File: config.mk
export PLATFORM = sky130hd
export DESIGN_NAME = dbam_dp
export DESIGN_NICKNAME = d
export VERILOG_FILES = /design/src/hdl/dbam_pkg.sv /design/src/hdl/dbam_ram.sv /design/src/hdl/dbam_dp.sv
export SDC_FILE = /design/constraint.sdc
export NUM_CORES = 2
export LEC_CHECK = 0
export BUFFER_PORTS_ARGS = -buffer_cell sky130_fd_sc_hd__buf_2
export CORE_UTILIZATION = 30
export DETAILED_ROUTE_END_ITERATION = 10
export GPL_ROUTABILITY_DRIVEN = 0
export PLACE_DENSITY = 0.49
export SLEW_MARGIN = 20
export SYNTH_ARGS = -nofsm -noshare
export SYNTH_HDL_FRONTEND = slang
export SYNTH_SLANG_ARGS = --single-unit
File: constraint.sdc
create_clock -name clk -period 13.6 [get_ports clk]
set_input_delay 0.68 -clock clk [delete_from_list [all_inputs] [get_ports clk]]
set_output_delay 0.68 -clock clk [all_outputs]
set_load 0.05 [all_outputs]
File: src/hdl/dbam_pkg.sv
// ============================================================================
// dbam_pkg
// Shared types and constants for the disk block availability map.
// ============================================================================
package dbam_pkg;

    // Operation codes carried in the operation field of an item.
    localparam logic [2:0] OP_QUERY = 3'd0;
    localparam logic [2:0] OP_ALLOC = 3'd1;
    localparam logic [2:0] OP_FREE  = 3'd2;
    localparam logic [2:0] OP_TOTAL = 3'd3;
    localparam logic [2:0] OP_LOAD  = 3'd4;

    // Register index of the format register on the configuration port.
    localparam logic REG_DISK_FORMAT = 1'b0;

    // Limits of the small format.
    localparam int SMALL_TRACKS  = 35;
    localparam int SMALL_SECTORS = 24;

    // Field widths fixed by the item layout.
    localparam int OP_W     = 3;
    localparam int TRACK_W  = 7;
    localparam int SECTOR_W = 6;
    localparam int COUNT_W  = 8;
    localparam int LOAD_W   = 40;
    localparam int TOTAL_W  = 15;
    localparam int TRK_CW   = 8;

    typedef struct packed {
        logic [OP_W-1:0]     operation;
        logic [TRACK_W-1:0]  track;
        logic [SECTOR_W-1:0] sector;
        logic [COUNT_W-1:0]  load_count;
        logic [LOAD_W-1:0]   load_bitmap;
    } req_t;

    typedef struct packed {
        logic               success;
        logic [TOTAL_W-1:0] free_total;
    } rsp_t;

    typedef enum logic [1:0] {
        ST_IDLE,
        ST_UPDATE,
        ST_SUM,
        ST_SUM_LAST
    } state_t;

    // Commands from the controller to the datapath.
    typedef struct packed {
        logic accept;
        logic update;
        logic sum_issue;
        logic sum_done;
    } ctrl_cmd_t;

    // Status from the datapath to the controller.
    typedef struct packed {
        logic is_total;
        logic cnt_last;
    } ctrl_sts_t;

endpackage

File: src/hdl/dbam_ram.sv
// ============================================================================
// dbam_ram
// Generic single-write, single-read RAM with registered read data.
// ============================================================================
module dbam_ram #(
    parameter int WIDTH = 48,
    parameter int DEPTH = 80
) (
    input  logic                     clk,
    input  logic                     we,
    input  logic [$clog2(DEPTH)-1:0] waddr,
    input  logic [WIDTH-1:0]         wdata,
    input  logic [$clog2(DEPTH)-1:0] raddr,
    output logic [WIDTH-1:0]         rdata
);

    logic [WIDTH-1:0] mem [DEPTH];

    always_ff @(posedge clk)
    begin
        if (we)
        begin
            mem[waddr] <= wdata;
        end
        rdata <= mem[raddr];
    end

endmodule

File: src/hdl/dbam_dp.sv
// ============================================================================
// dbam_dp
// Datapath: request registers, track entry RAM with valid bits,
// read-modify-write logic, walk counter and free count accumulator.
// ============================================================================
module dbam_dp #(
    parameter int MAX_TRACKS      = 80,
    parameter int MAX_SECTOR_BITS = 40
) (
    input  logic                 clk,
    input  logic                 rst_n,
    input  logic                 disk_format,
    input  dbam_pkg::req_t       req,
    input  dbam_pkg::ctrl_cmd_t  cmd,
    output dbam_pkg::ctrl_sts_t  sts,
    output logic                 done,
    output dbam_pkg::rsp_t       rsp
);

    localparam int AW = $clog2(MAX_TRACKS);
    localparam int SW = MAX_SECTOR_BITS;
    localparam int CW = dbam_pkg::COUNT_W;
    localparam int EW = SW + CW;
    localparam int XW = SW + dbam_pkg::LOAD_W;

    // Request registers
    logic [dbam_pkg::OP_W-1:0] op_reg;
    logic                      trk_ok_reg;
    logic                      sec_ok_reg;
    logic [AW-1:0]             idx_reg;
    logic [dbam_pkg::SECTOR_W-1:0] sec_reg;
    logic [CW-1:0]             lcount_reg;
    logic [SW-1:0]             lbitmap_reg;

    // Walk state
    logic [AW-1:0]             cnt_reg;
    logic                      pend_reg;
    logic [dbam_pkg::TOTAL_W-1:0] acc_reg;

    // Entry valid bits and registered read
    logic [MAX_TRACKS-1:0]     valid_reg;
    logic                      rd_vld_reg;
    logic [EW-1:0]             ram_rdata;

    logic                      done_reg;
    dbam_pkg::rsp_t            rsp_reg;

    logic [dbam_pkg::TRK_CW-1:0] trk_lim;
    logic                      in_trk_ok;
    logic                      in_sec_ok;
    logic [AW-1:0]             in_idx;
    logic [AW-1:0]             raddr;
    logic [AW-1:0]             last_idx;
    logic [dbam_pkg::SECTOR_W:0] sec_lim;
    logic [SW-1:0]             sec_mask;
    logic [XW-1:0]             load_ext;
    logic [SW-1:0]             entry_bm;
    logic [CW-1:0]             entry_cnt;
    logic [SW-1:0]             bit_mask;
    logic                      is_free;
    logic                      hit_ok;
    logic                      wr_ok;
    logic                      we;
    logic [SW-1:0]             new_bm;
    logic [CW-1:0]             new_cnt;
    logic [dbam_pkg::TOTAL_W-1:0] sum_final;

    assign trk_lim  = disk_format ? dbam_pkg::TRK_CW'(MAX_TRACKS)
                                  : dbam_pkg::TRK_CW'(dbam_pkg::SMALL_TRACKS);
    assign last_idx = disk_format ? AW'(MAX_TRACKS - 1) : AW'(dbam_pkg::SMALL_TRACKS - 1);
    assign sec_lim  = disk_format ? (dbam_pkg::SECTOR_W + 1)'(MAX_SECTOR_BITS)
                                  : (dbam_pkg::SECTOR_W + 1)'(dbam_pkg::SMALL_SECTORS);
    assign sec_mask = disk_format ? {SW{1'b1}} : SW'({dbam_pkg::SMALL_SECTORS{1'b1}});

    assign in_trk_ok = (req.track != '0) && ({1'b0, req.track} <= trk_lim);
    assign in_sec_ok = {1'b0, req.sector} < sec_lim;
    assign in_idx    = in_trk_ok ? AW'(req.track - dbam_pkg::TRACK_W'(1)) : '0;
    assign load_ext  = {SW'(0), req.load_bitmap};
    assign raddr     = cmd.sum_issue ? cnt_reg : in_idx;

    assign sts.is_total = (req.operation == dbam_pkg::OP_TOTAL);
    assign sts.cnt_last = (cnt_reg == last_idx);

    // An entry never written since reset reads as all allocated with count zero.
    assign entry_bm  = rd_vld_reg ? ram_rdata[SW-1:0] : '0;
    assign entry_cnt = rd_vld_reg ? ram_rdata[EW-1:SW] : '0;
    assign bit_mask  = SW'(1) << sec_reg;
    assign is_free   = |(entry_bm & bit_mask);
    assign hit_ok    = trk_ok_reg && sec_ok_reg;
    assign sum_final = acc_reg + dbam_pkg::TOTAL_W'(entry_cnt);

    always_comb
    begin
        wr_ok   = 1'b0;
        new_bm  = entry_bm;
        new_cnt = entry_cnt;
        unique case (op_reg)
            dbam_pkg::OP_ALLOC:
            begin
                wr_ok   = hit_ok && is_free;
                new_bm  = entry_bm & ~bit_mask;
                new_cnt = entry_cnt - CW'(1);
            end
            dbam_pkg::OP_FREE:
            begin
                wr_ok   = hit_ok && !is_free;
                new_bm  = entry_bm | bit_mask;
                new_cnt = entry_cnt + CW'(1);
            end
            dbam_pkg::OP_LOAD:
            begin
                wr_ok   = trk_ok_reg;
                new_bm  = lbitmap_reg;
                new_cnt = lcount_reg;
            end
            default:
            begin
                wr_ok = 1'b0;
            end
        endcase
    end

    assign we = cmd.update && wr_ok;

    dbam_ram #(
        .WIDTH (EW),
        .DEPTH (MAX_TRACKS)
    ) u_ram (
        .clk   (clk),
        .we    (we),
        .waddr (idx_reg),
        .wdata ({new_cnt, new_bm}),
        .raddr (raddr),
        .rdata (ram_rdata)
    );

    always_ff @(posedge clk)
    begin
        if (cmd.accept)
        begin
            op_reg      <= req.operation;
            trk_ok_reg  <= in_trk_ok;
            sec_ok_reg  <= in_sec_ok;
            idx_reg     <= in_idx;
            sec_reg     <= req.sector;
            lcount_reg  <= req.load_count;
            lbitmap_reg <= load_ext[SW-1:0] & sec_mask;
        end
        if (cmd.accept)
        begin
            cnt_reg <= '0;
            acc_reg <= '0;
        end
        else if (cmd.sum_issue)
        begin
            cnt_reg <= cnt_reg + AW'(1);
            if (pend_reg)
            begin
                acc_reg <= sum_final;
            end
        end
        if (cmd.update)
        begin
            rsp_reg.success    <= wr_ok || (op_reg == dbam_pkg::OP_QUERY && hit_ok && is_free);
            rsp_reg.free_total <= '0;
        end
        else if (cmd.sum_done)
        begin
            rsp_reg.success    <= 1'b1;
            rsp_reg.free_total <= sum_final;
        end
    end

    always_ff @(posedge clk or negedge rst_n)
    begin
        if (!rst_n)
        begin
            valid_reg  <= '0;
            rd_vld_reg <= 1'b0;
            pend_reg   <= 1'b0;
            done_reg   <= 1'b0;
        end
        else
        begin
            if (we)
            begin
                valid_reg[idx_reg] <= 1'b1;
            end
            rd_vld_reg <= valid_reg[raddr];
            pend_reg   <= cmd.sum_issue;
            done_reg   <= cmd.update || cmd.sum_done;
        end
    end

    assign done = done_reg;
    assign rsp  = rsp_reg;

endmodule

==> results.md <==
- Area enclosed by the die boundary: 0.5398 mm²
- First-pass GRT wire length: 783.7 mm
- Final Net Count: 10.94k
- Routed wire length: 572.4 mm
- Top-level I/O count: 90
- Iteration-0 DRC Markers: 12.93k
- Net switching power: 8.340 mW
- Reg2reg path depth: 12
- Sequence of cells on the critical path: dlygate4sd3_1 -> buf_2 -> inv_1 -> ha_1 -> nor2_1 -> a21boi_0 -> nand2_4 -> nand2_8 -> buf_4 -> buf_4 -> buf_16 -> mux2i_1 -> o22ai_1 -> o21ai_0 -> nand4_1 -> or3_1
- Cell type with the highest occurrence count on the critical path: buf_4
- Distinct cell type count after synthesis: 97
- Number of fill cells in the layout: 50.81k
- Via count normalized by instance count: 5.477
- Insertion delay to the later sink of the worst-skew pair: 1.03 ns
- Die height: 734.7 µm
- Pre-CTS setup slack: 6.001 ns
- Setup crit end kind: flop
- Source of the worst register-to-register timing path: sec_reg[0]
- Worst rel slew slack: 7.109%
- Run status: finished, final reports clean
- Worst Tran Pin Value: 1.393 ns
- Slowest cell on the critical path: nand4_1
- Gate power share: 13.1%
- Unrepaired setup endpoints after global routing: no
- Portion of netlist area occupied by mux cells: 5.102%
- Yosys reg bits: 4,075
- Buffers added on ports: 89
- Maximum buffer depth of the clock tree: 4
- Number of detailed-route iterations in the first pass: 8
- Width of the die: 734.7 µm
- Number of H-tree branching levels: 5
- Power density normalized to cell area: 162.7 mW/mm²
- Async SR Flop Fraction: 2.037%
- Final Setup Violations: 0
- Number of clock sinks: 4,075
- Max capacitance violation total: 0
- Number of vias in the routed layout: 101.0k
- Netlist area before placement: 0.1611 mm²
- Sw Share: 27.53%
- Sequential cell area: 0.1211 mm²
- Post-synthesis share of cell area spent on and, or, nand and nor gates: 8.293%
- Worst Skew: 0.08312 ns
- Setup slack of the worst register-to-register path: 6.91 ns
- Worst slack on hold paths: 0.07567 ns
- CTS clock-pin slew for the worst setup and hold paths: 0.06 ns
- Fraction of final layout cells with drive strength greater than 1: 13.88%
- Finished Core Util: 34.89%
- Xor/xnor share of the synthesized area: 0.1577%
- Number of flops mapped to enable cells by yosys: 3,907
- Clock tree from TritonCTS: done
- CP Buf/Inv Count: 6
- Fraction of power consumed by sequential logic: 49.0%
- # Post-CTS Setup Buffers: 0
- Top Family by Delay on Critical Path: simple AND/OR/NAND/NOR gates
- Clock network fraction of design power: 37.9%
- Number of buffers added by the clock tree synthesis step: 431
- Overall overflow remaining after global route: 0
- Via count of the first global-routing pass: 97.75k
- End of the worst register-to-register path: u_ram.mem[21][44]
- Final clock period utilization by the worst path: 51.22%
- Maximum number of pins on one net before global-route repair: 152
- Layout area overhead: 15.62%
- HPWL after DPL: 323.7 mm
- Slowest stage delay, CP: 0.92 ns
- Final Instance Area: 0.1862 mm²
- Final-layout setup total negative slack: 0 ns
- Number of cells upsized or downsized after cts: 0
- Pint: 21.95 mW
- Initial Util: 30.17%
- CTS root buffer: clkbuf_16
- Peak fanout along the critical path: 72
- Synth Area in Adders: 0.2035%
- Net count after synthesis: 10.73k
- Type of the tightest min-delay check: in -> async
- Final setup margin: 6.634 ns
- Final routed DRC violation total: 0
- Count of pins over their slew limit: 0
- Count of hold buffers inserted by post-cts repair: 60
- Count of standard-cell rows: 268
- Time the worst path needs with I/O delays and setup: 6.966 ns
- Footprint of the multi-input gates: 0.03793 mm²
- Data arrival time of the critical path: 7.82 ns
- Dpl cell area: 0.1716 mm²
- Critical setup path kind: in -> reg
- Number of antenna violations at the first check in global routing: 70
- Largest family of logic cells by synthesized area: compound AO/OA/AOI/OAI gates
- Warnings, synthesis: 0
- Register area share after synthesis: 75.18%
- Max reg flops: 3,840
- Detail-routed net length per standard cell: 31.05 µm
- Synthesized area divided by synthesized cell count: 15.15 µm²
- Core area: 0.5338 mm²
- Max Clock Freq: 143.6 MHz
- VDD IR max: 0.1262 mV
- Total routing resource utilization after global routing: 20.38%
- Crit start category: input pin
- Gate count after technology mapping: 10.64k
- Fin. Hold Viols: 0
- Share of the synthesized area in compound gates (AO/OA/AOI/OAI): 8.931%
- Most used flip-flop cell after synthesis: edfxtp_1
- Number of nets still failing antenna checks after routing: 0
- Req. time, crit path: 14.46 ns
- Static leakage power: 60.51 nW
[final cells by class]
cell class | instances | area share (%)
flip-flops and latches | 4075 | 65.03
diodes | 67 | 0.09003
inverters | 22 | 0.04434
clock inverters | 215 | 1.010
repair buffers | 524 | 2.342
clock buffers | 581 | 6.313
well taps | 7155 | 4.807
multi-input cells | 5794 | 20.37
[layer usage]
layer  global-route usage [%]  vias to the layer above  part of all wire (%)
met1                    27.42                    53070                    41
met4                    8.782                       22                   4.8
met2                    32.12                     4875                    46
met3                    3.995                      963                   9.0
met5                        0                        -                 0.026
li1                         -                    42030                     -
[synthesized netlist by cell type (49+ instances only)]
library cell  instances  area, µm²
nor2_1              161      604.3
nand2_1            1912       7177
a32oi_1             159       1393
o41ai_1              55      481.7
mux2i_1             461       4614
and3_1              333       2083
buf_2               304       1521
o22ai_1             128      800.8
nand3_1             341       1707
buf_1                86      322.8
a21oi_1             559       2798
a311oi_1             55      481.7
mux4_2              160       3603
dfrtp_1              83       2077
dfxtp_1              85       1702
o21ai_0             148      740.7
clkbuf_1            316       1186
a31o_2               69      604.3
nor3_1               49      245.2
a211o_1              52      455.4
a211oi_1            257       1929
a22oi_1             151       1134
nand4_1              64      400.4
a31oi_1             212       1326
edfxtp_1           3907     117300
[power by group through the flow]
stage | Clock, mW | Sequential, mW | Combinational, mW
floorplan | 0 | 15.0 | 1.90
global placement | 0 | 15.1 | 3.76
detailed placement | 0 | 15.1 | 3.87
CTS | 11.6 | 14.8 | 3.89
global route | 12.1 | 14.8 | 4.11
finish | 11.5 | 14.9 | 3.96
[cells by family (layout without fill, tap and decap cells)]
| kind of cell | Yosys count | in the layout |
|---|---|---|
| DFF | 4075 | 4075 |
| and+or+nand+nor | 3020 | 3020 |
| AOI/OAI and AO/OA | 2099 | 2099 |
| buffers and inverters | 766 | 1342 |
| muxes | 621 | 621 |
| xor gates and xnor gates | 29 | 29 |
| adders and majority gates | 25 | 25 |
| other | 0 | 67 |
[worst max-delay path by stage]
stage          slack (ns)  cells past startpoint                to         from
2_1_floorplan        6.23                     10  u_ram.mem[32][0]   sec_reg[5]
3_3_place_gp         5.51                     15   u_ram.rdata[33]      req[54]
3_5_place_dp         6.00                     14    u_ram.rdata[6]  disk_format
4_1_cts              6.65                     15    u_ram.rdata[3]      req[54]
5_1_grt              6.35                     16   u_ram.rdata[21]      req[54]
6_report             6.63                     16    u_ram.rdata[3]      req[54]
[cell usage in the layout, fill, tap and decap left out, types with 209 or more instances in the layout]
cell,Yosys,layout
nand3_1,341,340
clkbuf_16,0,435
and3_1,333,265
a211oi_1,257,243
mux2i_1,461,461
buf_4,28,325
edfxtp_1,3907,3907
nand2_1,1912,1884
a21oi_1,559,553
a31oi_1,212,209
[through the flow]
stage / std cells / power (mW)
3_5_place_dp: 17500 / 18.98
2_1_floorplan: 10640 / 16.92
3_3_place_gp: 17470 / 18.87
6_report: 18430 / 30.29
5_1_grt: 18410 / 31.01
4_1_cts: 18360 / 30.35
[worst reg2reg max path, stage by stage, from the launching register on]
cell and delay (ns):
edfxtp_1 0.97, nor4bb_1 0.80, a32o_1 0.31, a211oi_1 0.07, o22ai_1 0.19, nor3_2 0.11, mux2i_1 0.14, nor3b_1 0.43
o21a_4 0.28, buf_4 0.54, buf_4 0.81, and3_2 1.03, buf_4 0.64
No activity file was read; power rests on OpenSTA's default activity.
