### src/hdl/dbam_pkg.sv
// ============================================================================
// dbam_pkg
// Shared types and constants for the disk block availability map.
// ============================================================================
package dbam_pkg;

    // Operation codes carried in the operation field of an item.
    localparam logic [2:0] OP_QUERY = 3'd0;
    localparam logic [2:0] OP_ALLOC = 3'd1;
    localparam logic [2:0] OP_FREE  = 3'd2;
    localparam logic [2:0] OP_TOTAL = 3'd3;
    localparam logic [2:0] OP_LOAD  = 3'd4;

    // Register index of the format register on the configuration port.
    localparam logic REG_DISK_FORMAT = 1'b0;

    // Limits of the small format.
    localparam int SMALL_TRACKS  = 35;
    localparam int SMALL_SECTORS = 24;

    // Field widths fixed by the item layout.
    localparam int OP_W     = 3;
    localparam int TRACK_W  = 7;
    localparam int SECTOR_W = 6;
    localparam int COUNT_W  = 8;
    localparam int LOAD_W   = 40;
    localparam int TOTAL_W  = 15;
    localparam int TRK_CW   = 8;

    typedef struct packed {
        logic [OP_W-1:0]     operation;
        logic [TRACK_W-1:0]  track;
        logic [SECTOR_W-1:0] sector;
        logic [COUNT_W-1:0]  load_count;
        logic [LOAD_W-1:0]   load_bitmap;
    } req_t;

    typedef struct packed {
        logic               success;
        logic [TOTAL_W-1:0] free_total;
    } rsp_t;

    typedef enum logic [1:0] {
        ST_IDLE,
        ST_UPDATE,
        ST_SUM,
        ST_SUM_LAST
    } state_t;

    // Commands from the controller to the datapath.
    typedef struct packed {
        logic accept;
        logic update;
        logic sum_issue;
        logic sum_done;
    } ctrl_cmd_t;

    // Status from the datapath to the controller.
    typedef struct packed {
        logic is_total;
        logic cnt_last;
    } ctrl_sts_t;

endpackage

### src/hdl/dbam_ctrl.sv
// ============================================================================
// dbam_ctrl
// Controller state machine: sequences single-entry updates and the
// track walk of the total count.
// ============================================================================
module dbam_ctrl (
    input  logic                 clk,
    input  logic                 rst_n,
    input  logic                 start,
    input  dbam_pkg::ctrl_sts_t  sts,
    output dbam_pkg::ctrl_cmd_t  cmd,
    output logic                 busy
);

    dbam_pkg::state_t state_reg;
    dbam_pkg::state_t state_next;

    always_ff @(posedge clk or negedge rst_n)
    begin
        if (!rst_n)
        begin
            state_reg <= dbam_pkg::ST_IDLE;
        end
        else
        begin
            state_reg <= state_next;
        end
    end

    always_comb
    begin
        state_next = state_reg;
        unique case (state_reg)
            dbam_pkg::ST_IDLE:
            begin
                if (start)
                begin
                    state_next = sts.is_total ? dbam_pkg::ST_SUM : dbam_pkg::ST_UPDATE;
                end
            end
            dbam_pkg::ST_UPDATE:
            begin
                state_next = dbam_pkg::ST_IDLE;
            end
            dbam_pkg::ST_SUM:
            begin
                if (sts.cnt_last)
                begin
                    state_next = dbam_pkg::ST_SUM_LAST;
                end
            end
            dbam_pkg::ST_SUM_LAST:
            begin
                state_next = dbam_pkg::ST_IDLE;
            end
            default:
            begin
                state_next = dbam_pkg::ST_IDLE;
            end
        endcase
    end

    always_comb
    begin
        cmd  = '0;
        busy = 1'b1;
        unique case (state_reg)
            dbam_pkg::ST_IDLE:
            begin
                busy       = 1'b0;
                cmd.accept = start;
            end
            dbam_pkg::ST_UPDATE:
            begin
                cmd.update = 1'b1;
            end
            dbam_pkg::ST_SUM:
            begin
                cmd.sum_issue = 1'b1;
            end
            dbam_pkg::ST_SUM_LAST:
            begin
                cmd.sum_done = 1'b1;
            end
            default:
            begin
                busy = 1'b1;
            end
        endcase
    end

endmodule

### config.mk
export PLATFORM = sky130hd
export DESIGN_NAME = dbam_ctrl
export DESIGN_NICKNAME = d
export VERILOG_FILES = /design/src/hdl/dbam_pkg.sv /design/src/hdl/dbam_ctrl.sv
export SDC_FILE = /design/constraint.sdc
export NUM_CORES = 1
export LEC_CHECK = 0
export BUFFER_PORTS_ARGS = -buffer_cell sky130_fd_sc_hd__buf_2
export CORE_AREA = 8 8 45 47
export CTS_BUF_LIST = sky130_fd_sc_hd__clkbuf_8
export CTS_CLUSTER_DIAMETER = 30
export DETAILED_ROUTE_END_ITERATION = 10
export DIE_AREA = 0 0 53 55
export GPL_TIMING_DRIVEN = 0
export PLACE_DENSITY = 0.3
export SYNTH_ARGS = -nofsm -noshare
export SYNTH_HDL_FRONTEND = slang
export SYNTH_SLANG_ARGS = --single-unit
### constraint.sdc
create_clock -name clk -period 1.28 [get_ports clk]
set_input_delay 0.256 -clock clk [delete_from_list [all_inputs] [get_ports clk]]
set_output_delay 0.256 -clock clk [all_outputs]
set_load 0.01 [all_outputs]
==> results.md, run 1 <==
* Data required time of the critical path at 1.02 ns
* Total negative setup slack at -0.08688 ns
* R2R Setup Slk at around 0.4 ns
* Most frequent standard cell in the layout excluding fill and tap cells: buf_2
* Share of power burned in combinational logic at a little under half
* Delay contributed by the slowest stage of the critical path at 0.40 ns
* Post-detailed-route via-to-cell ratio at a little over 3
* Mean instance size in the synthesized netlist at about 9.7 sq um
* Register-to-Register Path Depth at 2
* Antenna violation net count after detailed routing at 0
* Number of synthesized register bits at 2
* Endpoint kind of the worst setup timing path: output port
* Filler cell count at approximately 160
* Commonest cells after routing, fill and taps aside: 8 x buf_2, 3 x clkbuf_8, 3 x buf_4
* Worst Skew at 0.003164 ns
* Net total in the final layout at 35
* Total core area at between 1000 and 1500 sq um
* Power per standard cell area at about 2600 nW/um^2
* Start of the worst register-to-register path: state_reg[0]$_DFFE_PN0P_
* Time the worst path needs with I/O delays and setup at 1.339 ns
* Hold WC Path Type: in2reg
* 1st-pass router iterations at 4
* Clock power share at 36.0%
* Maximum level of the CTS H-tree at 1
* Min setup slack post-route at -0.05869 ns
* Via count of the first global-routing pass at approximately 120
* Placed wire-length estimate at between 300 and 400 um
* Flip-flop count of the largest register, all copies and words added at 2
* Arr. time, crit path at around 1.1 ns
* Cell area after synthesis at 116.4 sq um
* Clock-pin transition on the worst setup and hold timing paths at 0.03 ns
* Final antenna diode count at 0
* Final-report hold violation count at 0
* Number of max-slew violations in the final report at 0
* Initial core utilization at between 8 and 9%
* Count of cell instances traversed by the critical path at 3
* YS warnings at 0
* Largest fanout on the critical path at 4
* Number of distinct standard cells referenced by the synthesized netlist at 9
* R2r endpoint: state_reg[0]$_DFFE_PN0P_
* Total setup violations reported at the end of the flow at 2
* Sequential area share after synthesis at a little over two fifths
* Count of buffering cells on the critical path with inverters included at 1
* Largest delay share family, worst path: flip-flops
* Number of buffers created by CTS at 3
* Number of top-level pins at 10
* CTS tree: yes
* Standard-cell row count at 14
* NetSw at between 200 and 250 uW
* Max_cap viols at 0
* Iteration-0 DRC Markers at 5
* Failing checks: negative setup slack
* Root buf cell: clkbuf_8
* Worst setup path end: cmd[3]
* DRC Markers at 0
* Share of the cycle needed by the critical path after routing at 104.6%
* Setup repair after global routing missed its margin: yes
* Multi-input gate area at about 63 sq um
* Leftover overflow at the end of global routing at 0
* Clock insertion delay at the later pin of the skew report at 0.21 ns
* Sequential power share at 17.8%
* Wire length of the first global-routing pass at 614 um
* Post-synthesis to final-layout area growth at 124.7%
* Buffers on Ports at 9
* Worst path slowest cell: dfrtp_1
* Ratio of cells with drive above 1 in the final layout at ~64%
* Detailed Route WL at approximately 410 um
* Fraction of power spent switching nets at 30.66%
* Height of the die at roughly 55 um
* Nature of the critical path startpoint: register
* Final weighted congestion of routability-driven global placement at between 0.6 and 0.7
* DIE WIDTH at 53 um
* Source of the critical timing path: state_reg[0]$_DFFE_PN0P_
* Fmax at 747.0 MHz
* Post-Place Worst Slack at between 0.1 and 0.15 ns
* Die Area at 2915 sq um
* Final Total Pwr at around 680 uW
* Critical path class: reg2out
* Longest Clk Path Bufs at 2
* Worst path cell trace: or2_4 > nor2_1 > buf_2
* Net count after synthesis at 17
* Clock net sink count at 2
* Sequential standard cell area at ~50 sq um
* Maximum number of pins on one net before global-route repair at 6
* Result of the run: finished, violations left
* Internal power at 470.8 uW
* Synthesized instance count at 12
* Routed via count at 137
* Highest ir drop seen on vdd at 0.7559 mV
* Least-Margin Pin Slew at between 0.15 and 0.2 ns
* Slew HR at about 87%
* Leakage component of the power at 0.0001348 uW
* Combined global-route utilization of all metal layers at about 3.2%
* Initial antenna violation count at 0
* Routed length per placed instance at a little over 9 um
## how the worst min path moves through the flow
stage | depth (start not counted) | endpoint | start
after global placement | 1 | state_reg[0]$_DFFE_PN0P_ | rst_n
after global routing | 2 | state_reg[0]$_DFFE_PN0P_ | sts[0]
after floorplan | 0 | state_reg[0]$_DFFE_PN0P_ | rst_n
after CTS | 2 | state_reg[0]$_DFFE_PN0P_ | sts[0]
final | 2 | state_reg[0]$_DFFE_PN0P_ | sts[0]
after detailed placement | 1 | state_reg[0]$_DFFE_PN0P_ | rst_n
## synthesized netlist by cell type (all sizes together)
library cell	count	share of area, %
nand2b	1	5.4
inv	1	3.2
dfrtp	2	43
and2	1	6.5
o2bb2ai	1	13
a21oi	1	4.3
nor2b	2	11
nor2	2	6.5
or2	1	7.5
## power groups by stage
stage / clock network (uW) / registers (uW) / logic, uW
after floorplan: 0 / 117 / 147
after global placement: 0 / 121 / 232
after detailed placement: 0 / 126 / 235
after CTS: 253 / 122 / 277
after global routing: 264 / 123 / 338
final: 244 / 121 / 314
## final cells by class
| cell class | instances | share of cell area [%] |
|---|---|---|
| flip-flops and latches | 2 | 19.14 |
| multi-input cells | 9 | 23.92 |
| inverters | 1 | 1.435 |
| clock buffers | 3 | 15.79 |
| well taps | 16 | 7.655 |
| repair buffers | 13 | 32.06 |
## layer usage
metal | share of wire, % | vias to the layer above | global-route usage, %
li1 | - | 71 | -
met1 | 52 | 56 | 3.799
met2 | 26 | 10 | 2.344
met3 | 22 | 0 | 4.278
met4 | 0 | 0 | 2.586
met5 | 0 | - | 0
## through the flow
stage / area [sq um] / utilization [%] / hold slack, ns / instances
2_1_floorplan: 116.4 / - / -0.03959 / 12
3_3_place_gp: 181.4 / 13.11 / 0.04293 / 37
3_5_place_dp: 181.4 / 13.11 / 0.04318 / 37
4_1_cts: 246.5 / 17.81 / 0.2770 / 42
5_1_grt: 261.5 / 18.90 / 0.2807 / 44
6_report: 261.5 / 18.90 / 0.2804 / 44
## what timing repair did
action,in CTS,in global routing
buffers inserted,1,2
gates resized for setup,1,0
endpoints found under the hold margin,2,0
pin swaps,0,1
setup endpoints to repair,2,4
hold buffers,1,0
## logic make-up (layout without fill, tap and decap cells)
kind of cell / count (synthesis) / count (layout) / share of synthesized area [%]
buffers and inverters: 1 / 17 / 3.223
and+or+nand+nor: 7 / 7 / 36.57
AOI/OAI and AO/OA: 2 / 2 / 17.20
DFF: 2 / 2 / 43.01
No activity file was read; power rests on OpenSTA's default activity.
==> run 2: changes to the inputs <==
--- a/config.mk
+++ b/config.mk
@@ -12,7 +12,7 @@
 export DETAILED_ROUTE_END_ITERATION = 10
 export DIE_AREA = 0 0 53 55
 export GPL_TIMING_DRIVEN = 0
-export PLACE_DENSITY = 0.3
+export PLACE_DENSITY = 0.32
 export SYNTH_ARGS = -nofsm -noshare
 export SYNTH_HDL_FRONTEND = slang
 export SYNTH_SLANG_ARGS = --single-unit
==> run 2 against run 1 <==
The flow still finishes with violations (negative setup slack). Sequential share of layout area shrank 0.79 points. Critical endpoint unchanged. Sequential cell count is the same. Total power grew 5.7%. Clock power is essentially flat. Wire length grew 9.4%. First-iteration DRC count shrank 100%. Combinational power grew 14%. Register-to-register slack lost 0.09 ns. Setup slack gained 0.034 ns. Fmax grew 2.6%. Largest power group unchanged. Via count grew 9.5%. Core utilization grew 0.81 points.
==> results.md, run 2 (synthesis results as in run 1) <==
* Result of the run: finished, violations left
* Failing checks: negative setup slack
* Worst path cell trace: or2_4 > nor2_2 > buf_2
* Final Total Pwr at 717.9 uW (+5.7%)
* Min setup slack post-route at -0.02513 ns (+0.03356 ns)
* Highest ir drop seen on vdd at 0.5651 mV (-25%)
* Time the worst path needs with I/O delays and setup at 1.305 ns (-0.03356 ns)
* Number of buffers created by CTS at 3 (unchanged)
* Final weighted congestion of routability-driven global placement at 0.6462 (+1.3%)
* Number of top-level pins at 10 (unchanged)
* Ratio of cells with drive above 1 in the final layout at 68.97% (+4.7 points)
* Nature of the critical path startpoint: register
* Arr. time, crit path at 1.05 ns (-0.03 ns)
* Post-synthesis to final-layout area growth at 134.4%
* DIE WIDTH at 53 um (unchanged)
* Data required time of the critical path at 1.02 ns (about the same)
* Flip-flop count of the largest register, all copies and words added at 2 (unchanged)
* Initial antenna violation count at 0 (unchanged)
* Worst path slowest cell: dfrtp_1
* Max_cap viols at 0 (unchanged)
* Maximum level of the CTS H-tree at 1 (unchanged)
* Final-report hold violation count at 0 (unchanged)
* Clock insertion delay at the later pin of the skew report at 0.21 ns (about the same)
* Leftover overflow at the end of global routing at 0 (unchanged)
* Least-Margin Pin Slew at 0.2212 ns (+0.03191 ns)
* Post-detailed-route via-to-cell ratio at 3.333 (+7.1%)
* Die Area at 2915 sq um (unchanged)
* Share of the cycle needed by the critical path after routing at 102.0% (-2.6 points)
* Longest Clk Path Bufs at 2 (unchanged)
* Detailed Route WL at 444 um (+9.4%)
* Clock net sink count at 2 (unchanged)
* Net total in the final layout at 36 (+2.9%)
* Height of the die at 55 um (unchanged)
* Endpoint kind of the worst setup timing path: output port
* Hold WC Path Type: in2reg
* Routed length per placed instance at 9.867 um (+6.9%)
* Delay contributed by the slowest stage of the critical path at 0.37 ns (-0.03 ns)
* Critical path class: reg2out
* 1st-pass router iterations at 1 (-3)
* Setup repair after global routing missed its margin: yes
* Total core area at 1384 sq um (unchanged)
* Total setup violations reported at the end of the flow at 1 (-1)
* Cell area after layout at 272.8 sq um (+4.3%)
* Buffers on Ports at 9 (unchanged)
* Antenna violation net count after detailed routing at 0 (unchanged)
* Placed inst area at 181.4 sq um (unchanged)
* Largest fanout on the critical path at 3 (-1)
* Largest delay share family, worst path: flip-flops
* Power per standard cell area at 2632 nW/um^2 (+1.4%)
* Initial core utilization at 8.409% (unchanged)
* Filler cell count at 155 (-0.64%)
* Leakage component of the power at 0.0001402 uW (+4.0%)
* Iteration-0 DRC Markers at 0 (-5)
* DRC Markers at 0 (unchanged)
* Wire length of the first global-routing pass at 662 um (+7.8%)
* Routed via count at 150 (+9.5%)
* Count of buffering cells on the critical path with inverters included at 1 (unchanged)
* Slew HR at 85.22% (-2.1 points)
* Worst Skew at 0.002032 ns (-0.001132 ns)
* Number of max-slew violations in the final report at 0 (unchanged)
* Combined global-route utilization of all metal layers at 3.443% (+0.22 points)
* CTS tree: yes
* Fmax at 766.2 MHz (+2.6%)
* Post-Place Worst Slack at 0.1402 ns (-0.008950 ns)
* Root buf cell: clkbuf_8
* Clock-pin transition on the worst setup and hold timing paths at 0.03 ns (about the same)
* Most frequent standard cell in the layout excluding fill and tap cells: buf_2
* Via count of the first global-routing pass at 153 (+23%)
* Final antenna diode count at 0 (unchanged)
* Maximum number of pins on one net before global-route repair at 5 (-1)
* Standard-cell row count at 14 (unchanged)
* Commonest cells after routing, fill and taps aside: 8 x buf_2, 4 x buf_4, 3 x clkbuf_8, 2 x nor2b_1, 2 x dfrtp_1
[run 2: cell types whose count changed in the layout (fill, tap and decap cells not counted), sizes merged]
cell,change
buf,+1
[run 2: report_power, final]
part	internal [uW]	switching [uW]
Combinational	206	152
Clock	198	45.1
Sequential	92.7	23.1
Total	497	221
[run 2: area by class of cell]
| cell class | instances | area (sq um) | share of cell area (%) |
|---|---|---|---|
| Inverter | 1 | 3.754 | 1.376 |
| Timing Repair Buffer | 14 | 91.34 | 33.49 |
| Multi-Input combinational cell | 9 | 66.31 | 24.31 |
| Tap cell | 16 | 20.02 | 7.339 |
| Sequential cell | 2 | 50.05 | 18.35 |
| Clock buffer | 3 | 41.29 | 15.14 |
[run 2: stage by stage]
step                      hold slack (ns)  util [%]  cells   TNS, ns
after floorplan                  -0.03959         -     12         0
after global placement            0.04420     13.11     37         0
after detailed placement          0.04662     13.11     37         0
after CTS                          0.2577     18.44     43  -0.05512
after global routing               0.2777     19.71     45  -0.09845
final                              0.2615     19.71     45  -0.02513
[run 2: final timing paths]
path	cells after the start	slack (ns)	to	start
min in group asynchronous	2	0.37	state_reg[1]$_DFFE_PN0P_	rst_n
setup / recovery	3	-0.03	cmd[3]	state_reg[1]$_DFFE_PN0P_
setup reg to reg	3	0.31	state_reg[0]$_DFFE_PN0P_	state_reg[1]$_DFFE_PN0P_
hold / removal	2	0.26	state_reg[0]$_DFFE_PN0P_	sts[0]
hold reg to reg	2	0.57	state_reg[1]$_DFFE_PN0P_	state_reg[0]$_DFFE_PN0P_
max in group asynchronous	2	0.80	state_reg[0]$_DFFE_PN0P_	rst_n
[run 2: timing repair]
action | 4_1_cts | 5_1_grt
setup endpoints to repair | 2 | 5
hold buffers | 1 | 0
buffers inserted | 2 | 2
hold endpoints to repair | 2 | 0
resized for setup | 2 | 1
[run 2: per-layer routing]
layer	vias up	GRT usage (%)	wire, um
met1	67	3.951	192
li1	72	-	-
met2	11	3.516	170
met5	-	0	0
met3	0	3.476	81
met4	0	2.586	0
==> run 3: changes to the inputs <==
--- a/config.mk
+++ b/config.mk
@@ -12,7 +12,6 @@
 export DETAILED_ROUTE_END_ITERATION = 10
 export DIE_AREA = 0 0 53 55
 export GPL_TIMING_DRIVEN = 0
-export PLACE_DENSITY = 0.32
 export SYNTH_ARGS = -nofsm -noshare
 export SYNTH_HDL_FRONTEND = slang
 export SYNTH_SLANG_ARGS = --single-unit
==> run 3 against run 2 <==
The flow still finishes with violations (negative setup slack). Clock power about the same. Wire length shrank 21%. Total power is 11% lower. Count of clock-buffer cells in the layout is the same. Highest routed layer is now met4.
==> results.md, run 3 (synthesis results as in run 1) <==
* Post-detailed-route via-to-cell ratio at 3.167 (-5.0%)
* Maximum level of the CTS H-tree at 1 (unchanged)
* Clock net sink count at 2 (unchanged)
* Min setup slack post-route at -0.02708 ns (-0.001943 ns)
* Final antenna diode count at 0 (unchanged)
* Antenna violation net count after detailed routing at 0 (unchanged)
* Initial core utilization at 8.409% (unchanged)
* Post-synthesis to final-layout area growth at 114.0%
* Most frequent standard cell in the layout excluding fill and tap cells: buf_2
* Fmax at 765.1 MHz (-0.15%)
* Number of buffers created by CTS at 3 (unchanged)
* Highest ir drop seen on vdd at 0.4283 mV (-24%)
* Total core area at 1384 sq um (unchanged)
* Initial antenna violation count at 0 (unchanged)
* Leakage component of the power at 0.0001244 uW (-11%)
* Final std cells w/o fill at 42 (-6.7%)
* Failing checks: negative setup slack
* Detailed Route WL at 349 um (-21%)
* Least-Margin Pin Slew at 0.1726 ns (-0.04856 ns)
* Largest fanout on the critical path at 5 (+2)
* Slew HR at 88.47% (+3.2 points)
* Final weighted congestion of routability-driven global placement at 0.7379 (+14%)
* Leftover overflow at the end of global routing at 0 (unchanged)
* Net total in the final layout at 33 (-8.3%)
* Root buf cell: clkbuf_8
* Hold WC Path Type: in2reg
* Multi-input gate area at 65.06 sq um (-1.9%)
* Total negative setup slack at -0.02708 ns (-0.001943 ns)
* Routed length per placed instance at 8.310 um (-16%)
* Number of max-slew violations in the final report at 0 (unchanged)
* Max_cap viols at 0 (unchanged)
* Final-report hold violation count at 0 (unchanged)
* Commonest cells after routing, fill and taps aside: 8 x buf_2, 3 x clkbuf_8, 2 x nor2b_1, 2 x dfrtp_1
* Total setup violations reported at the end of the flow at 1 (unchanged)
* Routed via count at 133 (-11%)
* Filler cell count at 156 (+0.65%)
* Longest Clk Path Bufs at 2 (unchanged)
* Ratio of cells with drive above 1 in the final layout at 65.38% (-3.6 points)
* Worst path cell trace: or2_4 > nor2_2 > buf_2
* Critical path class: reg2out
* DIE WIDTH at 53 um (unchanged)
* Share of the cycle needed by the critical path after routing at 102.1% (+0.15 points)
* Clock-pin transition on the worst setup and hold timing paths at 0.03 ns (about the same)
* Via count of the first global-routing pass at 129 (-16%)
* Count of buffering cells on the critical path with inverters included at 1 (unchanged)
* Data required time of the critical path at 1.02 ns (about the same)
* Buffers on Ports at 9 (unchanged)
* Endpoint kind of the worst setup timing path: output port
* Maximum number of pins on one net before global-route repair at 6 (+1)
* Post-Place Worst Slack at 0.1538 ns (+0.01358 ns)
* Post-Place Cells at 37 (unchanged)
* Power per standard cell area at 2564 nW/um^2 (-2.6%)
* CTS tree: yes
* Arr. time, crit path at 1.05 ns (about the same)
* 1st-pass router iterations at 2 (+1)
* Clock insertion delay at the later pin of the skew report at 0.21 ns (about the same)
* Height of the die at 55 um (unchanged)
* Setup repair after global routing missed its margin: yes
* Nature of the critical path startpoint: register
* Number of top-level pins at 10 (unchanged)
* Die Area at 2915 sq um (unchanged)
* Iteration-0 DRC Markers at 1 (+1)
* Result of the run: finished, violations left
* Worst path slowest cell: dfrtp_1
* Flip-flop count of the largest register, all copies and words added at 2 (unchanged)
* Largest delay share family, worst path: flip-flops
* Worst Skew at 0.005870 ns (+0.003839 ns)
* Standard-cell row count at 14 (unchanged)
* Time the worst path needs with I/O delays and setup at 1.307 ns (+0.001943 ns)
* DRC Markers at 0 (unchanged)
* Wire length of the first global-routing pass at 489 um (-26%)
* Delay contributed by the slowest stage of the critical path at 0.39 ns (+0.02 ns)
* Combined global-route utilization of all metal layers at 3.060% (-0.38 points)
* Sequential standard cell area at 50.05 sq um (unchanged)
run 3: changes by cell type in the layout (fill, tap and decap cells not counted), sizes merged:
cell,delta
buf,-3
run 3: routing by layer:
| layer | share of wire [%] | vias up | global-route usage [%] |
|---|---|---|---|
| li1 | - | 67 | - |
| met1 | 31 | 55 | 1.976 |
| met2 | 41 | 9 | 2.930 |
| met3 | 19 | 2 | 2.674 |
| met4 | 7.7 | 0 | 7.759 |
| met5 | 0 | - | 0 |
run 3: final timing paths:
path                                           from                        to  slack, ns  depth (start not counted)
hold reg to reg            state_reg[0]$_DFFE_PN0P_  state_reg[1]$_DFFE_PN0P_       0.49                          1
max in group asynchronous                     rst_n  state_reg[1]$_DFFE_PN0P_       0.82                          2
setup reg to reg           state_reg[0]$_DFFE_PN0P_  state_reg[0]$_DFFE_PN0P_       0.43                          2
setup / recovery           state_reg[0]$_DFFE_PN0P_                    cmd[3]      -0.03                          3
hold / removal                               sts[0]  state_reg[0]$_DFFE_PN0P_       0.26                          2
min in group asynchronous                     rst_n  state_reg[0]$_DFFE_PN0P_       0.36                          2
run 3: final cells by class:
cell class                 count  area share (%)
multi-input combinational      9           26.13
inverter                       1           1.508
sequential                     2           20.10
clock buffer                   3           16.58
timing repair buffer          11           27.64
tap                           16           8.040
run 3: worst register-to-register path, cell delays in order, from the launching register on:
cell,delay (ns)
dfrtp_1,0.39
or2_4,0.26
o2bb2ai_2,0.13
run 3: repair_timing:
| action | CTS | global route |
|---|---|---|
| hold buffers | 1 | 0 |
| hold endpoints to repair | 2 | 0 |
| resized for setup | 0 | 2 |
| setup endpoints to repair | 1 | 2 |
| setup buffers | 1 | 0 |
| pin swaps | 0 | 0 |
run 3: report_power, final:
| part | total (uW) | internal (uW) | switching [uW] |
|---|---|---|---|
| clock | 245 | 199 | 46.6 |
| sequential | 119 | 92.7 | 25.8 |
| combinational | 275 | 149 | 126 |
run 3: stage by stage:
| step | hold WS [ns] | total power [uW] | instance area [sq um] | utilization [%] |
|---|---|---|---|---|
| CTS | 0.2599 | 633.8 | 240.2 | 17.36 |
| global route | 0.2572 | 681.5 | 249.0 | 17.99 |
| global placement | 0.04135 | 352.0 | 181.4 | 13.11 |
| finish | 0.2605 | 638.5 | 249.0 | 17.99 |
| floorplan | -0.03959 | 263.8 | 116.4 | - |
| detailed placement | 0.04302 | 354.5 | 181.4 | 13.11 |
